`src/design/tpdr_pkg.sv`:
```
// Shared constants, codes and control types for the two-part datagram reassembly core.
package tpdr_pkg;

   localparam int SLOTS_DEF         = 4;
   localparam int LEN_BITS_DEF      = 11;
   localparam int MAX_PAYLOAD_RESET = 1500;

   localparam int KIND_BITS   = 8;
   localparam int SOURCE_BITS = 32;
   localparam int TAG_BITS    = 8;
   localparam int HANDLE_BITS = 8;
   localparam int ACT_BITS    = 2;

   // frame kinds
   localparam logic [KIND_BITS-1:0] KIND_WHOLE  = 8'd0;
   localparam logic [KIND_BITS-1:0] KIND_FIRST  = 8'd1;
   localparam logic [KIND_BITS-1:0] KIND_SECOND = 8'd2;

   // result actions
   localparam logic [ACT_BITS-1:0] ACT_SINGLE  = 2'd0;
   localparam logic [ACT_BITS-1:0] ACT_PAIR    = 2'd1;
   localparam logic [ACT_BITS-1:0] ACT_RELEASE = 2'd2;

   // result field selection
   localparam logic [1:0] EM_SINGLE   = 2'd0;
   localparam logic [1:0] EM_SLOT_REL = 2'd1;
   localparam logic [1:0] EM_PAIR     = 2'd2;
   localparam logic [1:0] EM_ITEM_REL = 2'd3;

   typedef struct packed {
      logic       load;
      logic       emit;
      logic [1:0] emit_code;
      logic       emit_last;
      logic       invalidate;
      logic       store;
      logic       bump_ptr;
   } ctrl_cmd_type;

   typedef struct packed {
      logic kind_whole;
      logic kind_first;
      logic kind_second;
      logic hit;
      logic tag_match;
      logic over_limit;
      logic free_any;
      logic out_free;
   } dp_status_type;

endpackage

```
`src/design/tpdr_if.sv`:
```
// Handshake interfaces for the request, response and register write channels.
interface tpdr_req_if import tpdr_pkg::*; #(
   parameter int LEN_BITS = LEN_BITS_DEF
);
   logic                   valid;
   logic                   ready;
   logic [KIND_BITS-1:0]   frame_kind;
   logic [SOURCE_BITS-1:0] source_addr;
   logic [TAG_BITS-1:0]    seq_tag;
   logic [LEN_BITS-1:0]    payload_len;
   logic [HANDLE_BITS-1:0] buffer_handle;

   modport source (output valid, frame_kind, source_addr, seq_tag, payload_len,
                   buffer_handle, input ready);
   modport sink (input valid, frame_kind, source_addr, seq_tag, payload_len,
                 buffer_handle, output ready);
endinterface

interface tpdr_rsp_if import tpdr_pkg::*; #(
   parameter int LEN_BITS = LEN_BITS_DEF
);
   logic                   valid;
   logic                   ready;
   logic [ACT_BITS-1:0]    action;
   logic [HANDLE_BITS-1:0] first_handle;
   logic [HANDLE_BITS-1:0] second_handle;
   logic [LEN_BITS-1:0]    total_len;
   logic                   last;

   modport source (output valid, action, first_handle, second_handle, total_len, last,
                   input ready);
   modport sink (input valid, action, first_handle, second_handle, total_len, last,
                 output ready);
endinterface

interface tpdr_csr_if import tpdr_pkg::*; #(
   parameter int LEN_BITS = LEN_BITS_DEF
);
   logic                valid;
   logic                ready;
   logic [LEN_BITS-1:0] data;

   modport source (output valid, data, input ready);
   modport sink (input valid, data, output ready);
endinterface

```
`src/design/tpdr_ctrl.sv`:
```
// Sequencer: decodes request kind, walks the slot table one entry per cycle unless output stalls.
module tpdr_ctrl import tpdr_pkg::*; #(
   parameter int SLOTS = SLOTS_DEF
) (
   input  logic                                clock,
   input  logic                                reset,
   input  logic                                req_accept,
   output logic                                req_ready,
   input  dp_status_type                       status,
   input  logic [(SLOTS > 1 ? $clog2(SLOTS) : 1)-1:0] free_idx,
   input  logic [(SLOTS > 1 ? $clog2(SLOTS) : 1)-1:0] evict_ptr,
   output logic [(SLOTS > 1 ? $clog2(SLOTS) : 1)-1:0] slot_idx,
   output ctrl_cmd_type                        cmd
);

   localparam int IDX_BITS = SLOTS > 1 ? $clog2(SLOTS) : 1;
   localparam logic [IDX_BITS-1:0] LAST_IDX = IDX_BITS'(SLOTS - 1);

   localparam logic [2:0] ST_IDLE   = 3'd0;
   localparam logic [2:0] ST_DECODE = 3'd1;
   localparam logic [2:0] ST_SCAN1  = 3'd2;
   localparam logic [2:0] ST_PLACE  = 3'd3;
   localparam logic [2:0] ST_EVICT  = 3'd4;
   localparam logic [2:0] ST_SCAN2  = 3'd5;
   localparam logic [2:0] ST_FINAL  = 3'd6;

   logic [2:0]          state_ff, state_in;
   logic [IDX_BITS-1:0] idx_ff, idx_in;

   always_ff @(posedge clock) begin
      if (reset) begin
         state_ff <= ST_IDLE;
         idx_ff   <= '0;
      end else begin
         state_ff <= state_in;
         idx_ff   <= idx_in;
      end
   end

   assign req_ready = (state_ff == ST_IDLE);
   assign slot_idx  = (state_ff == ST_PLACE && status.free_any) ? free_idx : idx_ff;

   always_comb begin
      state_in = state_ff;
      idx_in   = idx_ff;
      cmd      = '0;
      unique case (state_ff)
         ST_IDLE: begin
            if (req_accept) begin
               cmd.load = 1'b1;
               state_in = ST_DECODE;
            end
         end
         ST_DECODE: begin
            idx_in = '0;
            if (status.kind_whole) begin
               if (status.out_free) begin
                  cmd.emit      = 1'b1;
                  cmd.emit_code = EM_SINGLE;
                  cmd.emit_last = 1'b1;
                  state_in      = ST_IDLE;
               end
            end else if (status.kind_first) begin
               state_in = ST_SCAN1;
            end else if (status.kind_second) begin
               state_in = ST_SCAN2;
            end else begin
               state_in = ST_IDLE;
            end
         end
         ST_SCAN1: begin
            // only one entry per source can be held, so its release frees a slot and ends output
            if (!status.hit || status.out_free) begin
               if (status.hit) begin
                  cmd.emit       = 1'b1;
                  cmd.emit_code  = EM_SLOT_REL;
                  cmd.emit_last  = 1'b1;
                  cmd.invalidate = 1'b1;
               end
               if (idx_ff == LAST_IDX) begin
                  state_in = ST_PLACE;
               end else begin
                  idx_in = idx_ff + 1'b1;
               end
            end
         end
         ST_PLACE: begin
            if (status.free_any) begin
               cmd.store = 1'b1;
               state_in  = ST_IDLE;
            end else begin
               idx_in   = evict_ptr;
               state_in = ST_EVICT;
            end
         end
         ST_EVICT: begin
            if (status.out_free) begin
               cmd.emit      = 1'b1;
               cmd.emit_code = EM_SLOT_REL;
               cmd.emit_last = 1'b1;
               cmd.store     = 1'b1;
               cmd.bump_ptr  = 1'b1;
               state_in      = ST_IDLE;
            end
         end
         ST_SCAN2: begin
            if (!status.hit) begin
               if (idx_ff == LAST_IDX) begin
                  state_in = ST_FINAL;
               end else begin
                  idx_in = idx_ff + 1'b1;
               end
            end else if (status.out_free) begin
               cmd.emit       = 1'b1;
               cmd.invalidate = 1'b1;
               if (status.tag_match) begin
                  cmd.emit_code = status.over_limit ? EM_SLOT_REL : EM_PAIR;
                  state_in      = ST_FINAL;
               end else begin
                  cmd.emit_code = EM_SLOT_REL;
                  if (idx_ff == LAST_IDX) begin
                     state_in = ST_FINAL;
                  end else begin
                     idx_in = idx_ff + 1'b1;
                  end
               end
            end
         end
         ST_FINAL: begin
            if (status.out_free) begin
               cmd.emit      = 1'b1;
               cmd.emit_code = EM_ITEM_REL;
               cmd.emit_last = 1'b1;
               state_in      = ST_IDLE;
            end
         end
         default: begin
            state_in = ST_IDLE;
         end
      endcase
   end

endmodule

```
`src/design/tpdr_dp.sv`:
```
// Datapath: request latch, slot table, limit register, compare logic and response register.
module tpdr_dp import tpdr_pkg::*; #(
   parameter int SLOTS    = SLOTS_DEF,
   parameter int LEN_BITS = LEN_BITS_DEF
) (
   input  logic                                clock,
   input  logic                                reset,
   input  logic [KIND_BITS-1:0]                frame_kind,
   input  logic [SOURCE_BITS-1:0]              source_addr,
   input  logic [TAG_BITS-1:0]                 seq_tag,
   input  logic [LEN_BITS-1:0]                 payload_len,
   input  logic [HANDLE_BITS-1:0]              buffer_handle,
   input  ctrl_cmd_type                        cmd,
   input  logic [(SLOTS > 1 ? $clog2(SLOTS) : 1)-1:0] slot_idx,
   output dp_status_type                       status,
   output logic [(SLOTS > 1 ? $clog2(SLOTS) : 1)-1:0] free_idx,
   output logic [(SLOTS > 1 ? $clog2(SLOTS) : 1)-1:0] evict_ptr,
   tpdr_rsp_if.source                          rsp_bus,
   tpdr_csr_if.sink                            csr_bus
);

   localparam int IDX_BITS = SLOTS > 1 ? $clog2(SLOTS) : 1;
   localparam int LEN_MAX  = (1 << LEN_BITS) - 1;
   localparam logic [LEN_BITS-1:0] MAX_RESET =
      LEN_BITS'((MAX_PAYLOAD_RESET > LEN_MAX) ? LEN_MAX : MAX_PAYLOAD_RESET);
   localparam logic [IDX_BITS-1:0] LAST_IDX = IDX_BITS'(SLOTS - 1);

   // latched request
   logic [KIND_BITS-1:0]   kind_ff;
   logic [SOURCE_BITS-1:0] src_ff;
   logic [TAG_BITS-1:0]    tag_ff;
   logic [LEN_BITS-1:0]    len_ff;
   logic [HANDLE_BITS-1:0] hdl_ff;

   // slot table
   logic [SLOTS-1:0]       slot_valid_ff;
   logic [SOURCE_BITS-1:0] slot_source_ff [SLOTS];
   logic [TAG_BITS-1:0]    slot_tag_ff    [SLOTS];
   logic [LEN_BITS-1:0]    slot_length_ff [SLOTS];
   logic [HANDLE_BITS-1:0] slot_handle_ff [SLOTS];
   logic [IDX_BITS-1:0]    ptr_ff;
   logic [LEN_BITS-1:0]    max_payload_ff;

   // response register
   logic                   rsp_valid_ff, rsp_valid_in;
   logic [ACT_BITS-1:0]    action_ff, action_in;
   logic [HANDLE_BITS-1:0] first_ff, first_in;
   logic [HANDLE_BITS-1:0] second_ff, second_in;
   logic [LEN_BITS-1:0]    total_ff, total_in;
   logic                   last_ff;

   logic [LEN_BITS:0]      sum;
   logic [HANDLE_BITS-1:0] rd_handle;

   always_ff @(posedge clock) begin
      if (cmd.load) begin
         kind_ff <= frame_kind;
         src_ff  <= source_addr;
         tag_ff  <= seq_tag;
         len_ff  <= payload_len;
         hdl_ff  <= buffer_handle;
      end
      if (cmd.store) begin
         slot_source_ff[slot_idx] <= src_ff;
         slot_tag_ff[slot_idx]    <= tag_ff;
         slot_length_ff[slot_idx] <= len_ff;
         slot_handle_ff[slot_idx] <= hdl_ff;
      end
      if (cmd.emit) begin
         action_ff <= action_in;
         first_ff  <= first_in;
         second_ff <= second_in;
         total_ff  <= total_in;
         last_ff   <= cmd.emit_last;
      end
   end

   always_ff @(posedge clock) begin
      if (reset) begin
         slot_valid_ff  <= '0;
         ptr_ff         <= '0;
         max_payload_ff <= MAX_RESET;
         rsp_valid_ff   <= 1'b0;
      end else begin
         if (cmd.invalidate) begin
            slot_valid_ff[slot_idx] <= 1'b0;
         end
         if (cmd.store) begin
            slot_valid_ff[slot_idx] <= 1'b1;
         end
         if (cmd.bump_ptr) begin
            ptr_ff <= (ptr_ff == LAST_IDX) ? '0 : ptr_ff + 1'b1;
         end
         if (csr_bus.valid) begin
            max_payload_ff <= csr_bus.data;
         end
         rsp_valid_ff <= rsp_valid_in;
      end
   end

   assign rsp_valid_in = cmd.emit | (rsp_valid_ff & ~rsp_bus.ready);

   assign rd_handle = slot_handle_ff[slot_idx];
   assign sum       = {1'b0, slot_length_ff[slot_idx]} + {1'b0, len_ff};

   always_comb begin
      free_idx = '0;
      for (int i = SLOTS - 1; i >= 0; i--) begin
         if (!slot_valid_ff[i]) begin
            free_idx = IDX_BITS'(i);
         end
      end
   end

   always_comb begin
      action_in = ACT_RELEASE;
      first_in  = hdl_ff;
      second_in = '0;
      total_in  = '0;
      case (cmd.emit_code)
         EM_SINGLE: begin
            action_in = ACT_SINGLE;
            total_in  = len_ff;
         end
         EM_SLOT_REL: begin
            first_in = rd_handle;
         end
         EM_PAIR: begin
            action_in = ACT_PAIR;
            first_in  = rd_handle;
            second_in = hdl_ff;
            total_in  = sum[LEN_BITS-1:0];
         end
         default: begin
            first_in = hdl_ff;
         end
      endcase
   end

   assign status.kind_whole  = (kind_ff == KIND_WHOLE);
   assign status.kind_first  = (kind_ff == KIND_FIRST);
   assign status.kind_second = (kind_ff == KIND_SECOND);
   assign status.hit         = slot_valid_ff[slot_idx] && (slot_source_ff[slot_idx] == src_ff);
   assign status.tag_match   = (slot_tag_ff[slot_idx] == tag_ff);
   assign status.over_limit  = (sum > {1'b0, max_payload_ff});
   assign status.free_any    = ~&slot_valid_ff;
   assign status.out_free    = ~rsp_valid_ff | rsp_bus.ready;
   assign evict_ptr          = ptr_ff;

   assign csr_bus.ready         = 1'b1;
   assign rsp_bus.valid         = rsp_valid_ff;
   assign rsp_bus.action        = action_ff;
   assign rsp_bus.first_handle  = first_ff;
   assign rsp_bus.second_handle = second_ff;
   assign rsp_bus.total_len     = total_ff;
   assign rsp_bus.last          = last_ff;

endmodule

```
`src/design/two_part_datagram_reassembly_core.sv`:
```
// A whole datagram is latched, decoded and answered from the response register; a first or
// second half is latched, decoded, walked through the slot table and then placed or given its
// final release, with an eviction step when a first half finds no free slot. Each response
// waits while the output register is full. One request at a time; the next request is taken
// once the sequencer is idle.
// Reset (synchronous, active high) empties the slot table, zeroes the eviction pointer and
// loads the payload limit with 1500.
module two_part_datagram_reassembly_core import tpdr_pkg::*; #(
   parameter int SLOTS    = SLOTS_DEF,
   parameter int LEN_BITS = LEN_BITS_DEF
) (
   input  logic       clock,
   input  logic       reset,
   tpdr_req_if.sink   req_bus,
   tpdr_rsp_if.source rsp_bus,
   tpdr_csr_if.sink   csr_bus
);

   localparam int IDX_BITS = SLOTS > 1 ? $clog2(SLOTS) : 1;

   ctrl_cmd_type        cmd;
   dp_status_type       status;
   logic [IDX_BITS-1:0] slot_idx;
   logic [IDX_BITS-1:0] free_idx;
   logic [IDX_BITS-1:0] evict_ptr;
   logic                req_ready;
   logic                req_accept;

   assign req_bus.ready = req_ready;
   assign req_accept    = req_bus.valid & req_ready;

   tpdr_ctrl #(
      .SLOTS (SLOTS)
   ) u_ctrl (
      .clock      (clock),
      .reset      (reset),
      .req_accept (req_accept),
      .req_ready  (req_ready),
      .status     (status),
      .free_idx   (free_idx),
      .evict_ptr  (evict_ptr),
      .slot_idx   (slot_idx),
      .cmd        (cmd)
   );

   tpdr_dp #(
      .SLOTS    (SLOTS),
      .LEN_BITS (LEN_BITS)
   ) u_dp (
      .clock         (clock),
      .reset         (reset),
      .frame_kind    (req_bus.frame_kind),
      .source_addr   (req_bus.source_addr),
      .seq_tag       (req_bus.seq_tag),
      .payload_len   (req_bus.payload_len),
      .buffer_handle (req_bus.buffer_handle),
      .cmd           (cmd),
      .slot_idx      (slot_idx),
      .status        (status),
      .free_idx      (free_idx),
      .evict_ptr     (evict_ptr),
      .rsp_bus       (rsp_bus),
      .csr_bus       (csr_bus)
   );

endmodule
```
`src/flat_wrapper.sv`:
```
// flat-port wrapper written by rule: the top's interface ports become plain ports
module two_part_datagram_reassembly_core_flat import tpdr_pkg::*;
#(
   parameter int SLOTS    = SLOTS_DEF,
   parameter int LEN_BITS = LEN_BITS_DEF
)
  (clock, reset, req_bus_valid, req_bus_frame_kind, req_bus_source_addr, req_bus_seq_tag, req_bus_payload_len, req_bus_buffer_handle, req_bus_ready, rsp_bus_valid, rsp_bus_action, rsp_bus_first_handle, rsp_bus_second_handle, rsp_bus_total_len, rsp_bus_last, rsp_bus_ready, csr_bus_valid, csr_bus_data, csr_bus_ready);
  tpdr_req_if #(.LEN_BITS(LEN_BITS)) req_bus_i ();
  tpdr_rsp_if #(.LEN_BITS(LEN_BITS)) rsp_bus_i ();
  tpdr_csr_if #(.LEN_BITS(LEN_BITS)) csr_bus_i ();
  input  logic clock;
  input  logic reset;
  input wire logic [$bits(req_bus_i.valid)-1:0] req_bus_valid;
  input wire logic [$bits(req_bus_i.frame_kind)-1:0] req_bus_frame_kind;
  input wire logic [$bits(req_bus_i.source_addr)-1:0] req_bus_source_addr;
  input wire logic [$bits(req_bus_i.seq_tag)-1:0] req_bus_seq_tag;
  input wire logic [$bits(req_bus_i.payload_len)-1:0] req_bus_payload_len;
  input wire logic [$bits(req_bus_i.buffer_handle)-1:0] req_bus_buffer_handle;
  output wire logic [$bits(req_bus_i.ready)-1:0] req_bus_ready;
  output wire logic [$bits(rsp_bus_i.valid)-1:0] rsp_bus_valid;
  output wire logic [$bits(rsp_bus_i.action)-1:0] rsp_bus_action;
  output wire logic [$bits(rsp_bus_i.first_handle)-1:0] rsp_bus_first_handle;
  output wire logic [$bits(rsp_bus_i.second_handle)-1:0] rsp_bus_second_handle;
  output wire logic [$bits(rsp_bus_i.total_len)-1:0] rsp_bus_total_len;
  output wire logic [$bits(rsp_bus_i.last)-1:0] rsp_bus_last;
  input wire logic [$bits(rsp_bus_i.ready)-1:0] rsp_bus_ready;
  input wire logic [$bits(csr_bus_i.valid)-1:0] csr_bus_valid;
  input wire logic [$bits(csr_bus_i.data)-1:0] csr_bus_data;
  output wire logic [$bits(csr_bus_i.ready)-1:0] csr_bus_ready;
  assign req_bus_i.valid = req_bus_valid;
  assign req_bus_i.frame_kind = req_bus_frame_kind;
  assign req_bus_i.source_addr = req_bus_source_addr;
  assign req_bus_i.seq_tag = req_bus_seq_tag;
  assign req_bus_i.payload_len = req_bus_payload_len;
  assign req_bus_i.buffer_handle = req_bus_buffer_handle;
  assign req_bus_ready = req_bus_i.ready;
  assign rsp_bus_valid = rsp_bus_i.valid;
  assign rsp_bus_action = rsp_bus_i.action;
  assign rsp_bus_first_handle = rsp_bus_i.first_handle;
  assign rsp_bus_second_handle = rsp_bus_i.second_handle;
  assign rsp_bus_total_len = rsp_bus_i.total_len;
  assign rsp_bus_last = rsp_bus_i.last;
  assign rsp_bus_i.ready = rsp_bus_ready;
  assign csr_bus_i.valid = csr_bus_valid;
  assign csr_bus_i.data = csr_bus_data;
  assign csr_bus_ready = csr_bus_i.ready;
  two_part_datagram_reassembly_core #(.SLOTS(SLOTS), .LEN_BITS(LEN_BITS)) u_core (.clock(clock), .reset(reset), .req_bus(req_bus_i), .rsp_bus(rsp_bus_i), .csr_bus(csr_bus_i));
endmodule
```
`config.mk`:
```
export PLATFORM = sky130hd
export DESIGN_NAME = two_part_datagram_reassembly_core_flat
export DESIGN_NICKNAME = d
export VERILOG_FILES = /design/src/design/tpdr_pkg.sv /design/src/design/tpdr_if.sv /design/src/design/tpdr_ctrl.sv /design/src/design/tpdr_dp.sv /design/src/design/two_part_datagram_reassembly_core.sv /design/src/flat_wrapper.sv
export SDC_FILE = /design/constraint.sdc
export NUM_CORES = 1
export LEC_CHECK = 0
export ABC_AREA = 1
export BUFFER_PORTS_ARGS = -buffer_cell sky130_fd_sc_hd__buf_2
export CAP_MARGIN = 20
export CORE_ASPECT_RATIO = 1.1
export CORE_MARGIN = 4
export CORE_UTILIZATION = 45
export DETAILED_ROUTE_END_ITERATION = 6
export PLACE_DENSITY_LB_ADDON = 0.25
export SLEW_MARGIN = 20
export SYNTH_ARGS = -nofsm -noshare
export SYNTH_HDL_FRONTEND = slang
export SYNTH_SLANG_ARGS = --single-unit
```
`constraint.sdc`:
```
create_clock -name clock -period 6.5 [get_ports clock]
set_input_delay 0 -clock clock [delete_from_list [all_inputs] [get_ports clock]]
set_output_delay 0 -clock clock [all_outputs]
set_load 0.005 [all_outputs]
```
==> summary.md <==
| Metric | Value |
|---|---|
| Worst Path Required | 6.76 ns |
| TritonCTS buffer count | 38 |
| First-pass GRT wire length | 57600 um |
| Area leader, netlist | edfxtp_1 |
| Max-slew violations | 0 |
| Net Sw Frac | 24.8% |
| CTS tree | built |
| Routed Antenna Nets | 0 |
| Ports | 116 |
| Worst slew margin | 39.2% |
| CP max FO | 16 |
| Clk root buf | clkbuf_16 |
| Core Area | 34200 sq um |
| Total internal power | 3930 uW |
| Initial antenna violation count | 0 |
| CTS H-Tree Depth | 2 |
| Vias in the first global route | 11100 |
| Chip Height | 203 um |
| LEAKAGE | 0.00777 uW |
| Clock Power Share | 38.9% |
| # clock sinks | 356 |
| HP Class | in2reg |
| Register area share after synthesis | 67.1% |
| Chip width | 185 um |
| Yosys cell types | 49 |
| Largest net degree at the start of global routing | 65 |
| Setup bufs post-CTS | 0 |
| Placer Congestion | 0.870 |
| Top cells by instance count after synthesis | nand2_1, edfxtp_1, nor2_1 |
| Crit Path Category | reg2reg |
| Mapped Nets | 1560 |
| Worst Tran Pin Value | 0.911 ns |
| Setup TNS | 0 ns |
| Cells after synthesis | 1449 |
| Max Freq | 170 MHz |
| DR DRC count | 0 |
| Initial drt markers | 693 |
| Drt pass-1 iters | 5 |
| Synthesized area per cell | 10.8 sq um |
| Clock Skews | 0.0225 ns |
| Overall routed net length | 36400 um |
| VDD IR-drop max | 0.000208 V |
| Slowest cell on crit path | fa_1 |
| Non-filler cells, final | 2147 |
| Cell area power density | 277 nW/um^2 |
| CTS Buffer Depth | 3 |
| YS warnings | 0 |
| Proportion of power drawn by flip-flops and latches | 49.9% |
| Period utilisation layout | 90.5% |
| Worst Reg-to-Reg Cells | 31 |
| Worst skew pair latency | 0.53 ns |
| Die ar. | 37700 sq um |
| Worst EP arrival | 6.14 ns |
| Post-synth EDFFs | 333 |
| Via count | 10800 |
| RSZ-0062 raised after global routing | false |
| Final Hold Vio Count | 0 |
| Row count | 71 |
| Slowest Stage Delay on Critical Path | 0.44 ns |
| Comb pwr share | 11.2% |
| Net switching power | 1300 uW |
| # fillers | 2823 |
| DR vias/cell | 5.05 |
| Yosys reg bits | 356 |
| WL/cell | 16.9 um |
| Clock slew at reported path FFs | 0.07 ns |
| Max_cap viols | 0 |
| Hold Crit Depth | 2 |
| Post-synth top flop | edfxtp_1 |
| Fraction of registers with async set/reset | 0% |
| # setup viols final | 0 |
| Synthesized area | 15600 sq um |
| Hpwl dp | 22600 um |
| Grt ovf | 0 |
| I/O Buffers | 114 |
| Top area cells in the synthesized netlist | edfxtp_1, nand2_1, dfxtp_1 |
| Placed instance count | 1980 |
| Fin nets | 1793 |
| Shortest period the worst path allows | 5.88 ns |
| Inserted Diodes | 0 |
| CP endpoint kind | flip-flop |
| Total GRT Usage | 19.3% |
| Most common cell in the netlist | nand2_1 |
| Top cell type's share of synthesized area | 64.2% |
| Outcome | finished clean |
| Most used cell, CP | nor2_1 |
| Share of cells above drive strength 1 | 14.0% |
| Layout area overhead | 21.1% |
| Startpoint types | flip-flop |
| Starting density of the core | 45.6% |
-- logic make-up after synthesis --
group | share of synthesized area, %
other cells | 0.0241
buf+inv | 4.11
xor+xnor | 0.674
fa+ha+maj | 2.30
flops | 67.1
simple gates | 20.6
compound gates | 5.23
-- flip-flops by register name, summed over array words and instances (netlist names), 11 cells and up --
signal	cells
u_core.u_dp.rsp_bus.total_len	11
u_core.u_dp.max_payload_ff	11
u_core.u_dp.slot_source_ff	128
u_core.u_dp.slot_handle_ff	32
u_core.u_dp.src_ff	32
u_core.u_dp.slot_tag_ff	32
u_core.u_dp.len_ff	11
u_core.u_dp.slot_length_ff	44
-- cells in the final DEF, fill, tap and decap left out, types with 3 or more instances in the layout --
| master | n |
|---|---|
| inv_1 | 102 |
| nand4_1 | 12 |
| nand3_1 | 73 |
| clkbuf_1 | 3 |
| nand2_2 | 5 |
| dlygate4sd3_1 | 100 |
| clkinv_1 | 6 |
| xor2_1 | 12 |
| clkbuf_16 | 39 |
| ha_1 | 25 |
| nand2_1 | 550 |
| a41oi_1 | 6 |
| a21oi_1 | 33 |
| inv_2 | 5 |
| buf_4 | 18 |
| edfxtp_1 | 333 |
| a21oi_2 | 9 |
| inv_6 | 3 |
| o22ai_1 | 22 |
| nor3_1 | 3 |
| o21ai_0 | 20 |
| dfxtp_1 | 21 |
| nor2_4 | 8 |
| a22oi_1 | 11 |
| o211ai_1 | 7 |
| buf_2 | 114 |
| nand2_4 | 6 |
| nor2_1 | 110 |
| clkinv_2 | 11 |
| a31oi_1 | 4 |
| clkinvlp_4 | 3 |
-- per-layer routing --
layer  vias up  routed length [um]  GRT usage [%]  share of wire (%)
li1       5369                   -              -                  -
met1      5092               15400           24.9                 42
met2       299               18000           33.3                 49
met3        76                1980           3.46                5.4
met4         0                1030           6.08                2.8
met5         -                   0              0                  0
-- timing repair --
action,CTS,global route
gates resized for setup,0,7
endpoints found under the hold margin,86,0
hold buffers,100,0
setup endpoints to repair,0,27
-- area by class of cell --
type,count,area [sq um],area share (%)
Timing Repair Buffer,234,1760,9.33
Clock buffer,42,987,5.23
Multi-Input combinational cell,944,4540,24.1
Sequential cell,356,10500,55.4
Tap cell,438,548,2.90
Inverter,108,405,2.15
Clock inverter,25,170,0.901
-- power by group through the flow --
stage	Sequential (uW)	Clock [uW]	Combinational, uW
6_report	2610	2030	584
3_5_place_dp	2650	0	535
3_3_place_gp	2650	0	526
4_1_cts	2610	2080	586
2_1_floorplan	2630	0	391
5_1_grt	2610	2170	666
-- metrics by stage --
step           total power (uW)  setup WS (ns)  hold slack [ns]  cell area [sq um]  util [%]
2_1_floorplan              3030          0.259           0.0989              15600         -
3_3_place_gp               3180          0.478            0.176              16600      48.7
3_5_place_dp               3190          0.177            0.178              16700      48.8
4_1_cts                    5270          0.161            0.157              18900      55.1
5_1_grt                    5450         0.0352            0.165              18900      55.2
6_report                   5220          0.618            0.178              18900      55.2
-- critical path, delay by kind of cell (launching register included) --
| family | cells | cell delay [ns] |
|---|---|---|
| AO/OA/AOI/OAI | 11 | 2.09 |
| XOR/XNOR | 1 | 0.16 |
| adder cells (fa/ha/maj) | 4 | 1.34 |
| buffers and inverters | 4 | 0.43 |
| flip-flops | 1 | 0.43 |
| AND/OR/NAND/NOR | 11 | 1.14 |
-- path summary, 6_finish.rpt --
check | to | slack, ns | start
worst max-delay path | u_core.u_dp.rsp_bus.first_handle[4]$_DFFE_PP_ | 0.62 | u_core.u_ctrl.state_ff[1]$_SDFFE_PP0P_
worst min-delay path | u_core.u_dp.len_ff[10]$_DFFE_PP_ | 0.18 | req_bus_payload_len[10]
worst max register to register | u_core.u_dp.rsp_bus.first_handle[4]$_DFFE_PP_ | 0.62 | u_core.u_ctrl.state_ff[1]$_SDFFE_PP0P_
worst min register to register | u_core.u_dp.evict_ptr[0]$_SDFFE_PP0P_ | 0.51 | u_core.u_dp.evict_ptr[0]$_SDFFE_PP0P_
(Power assumes the default switching activity.)
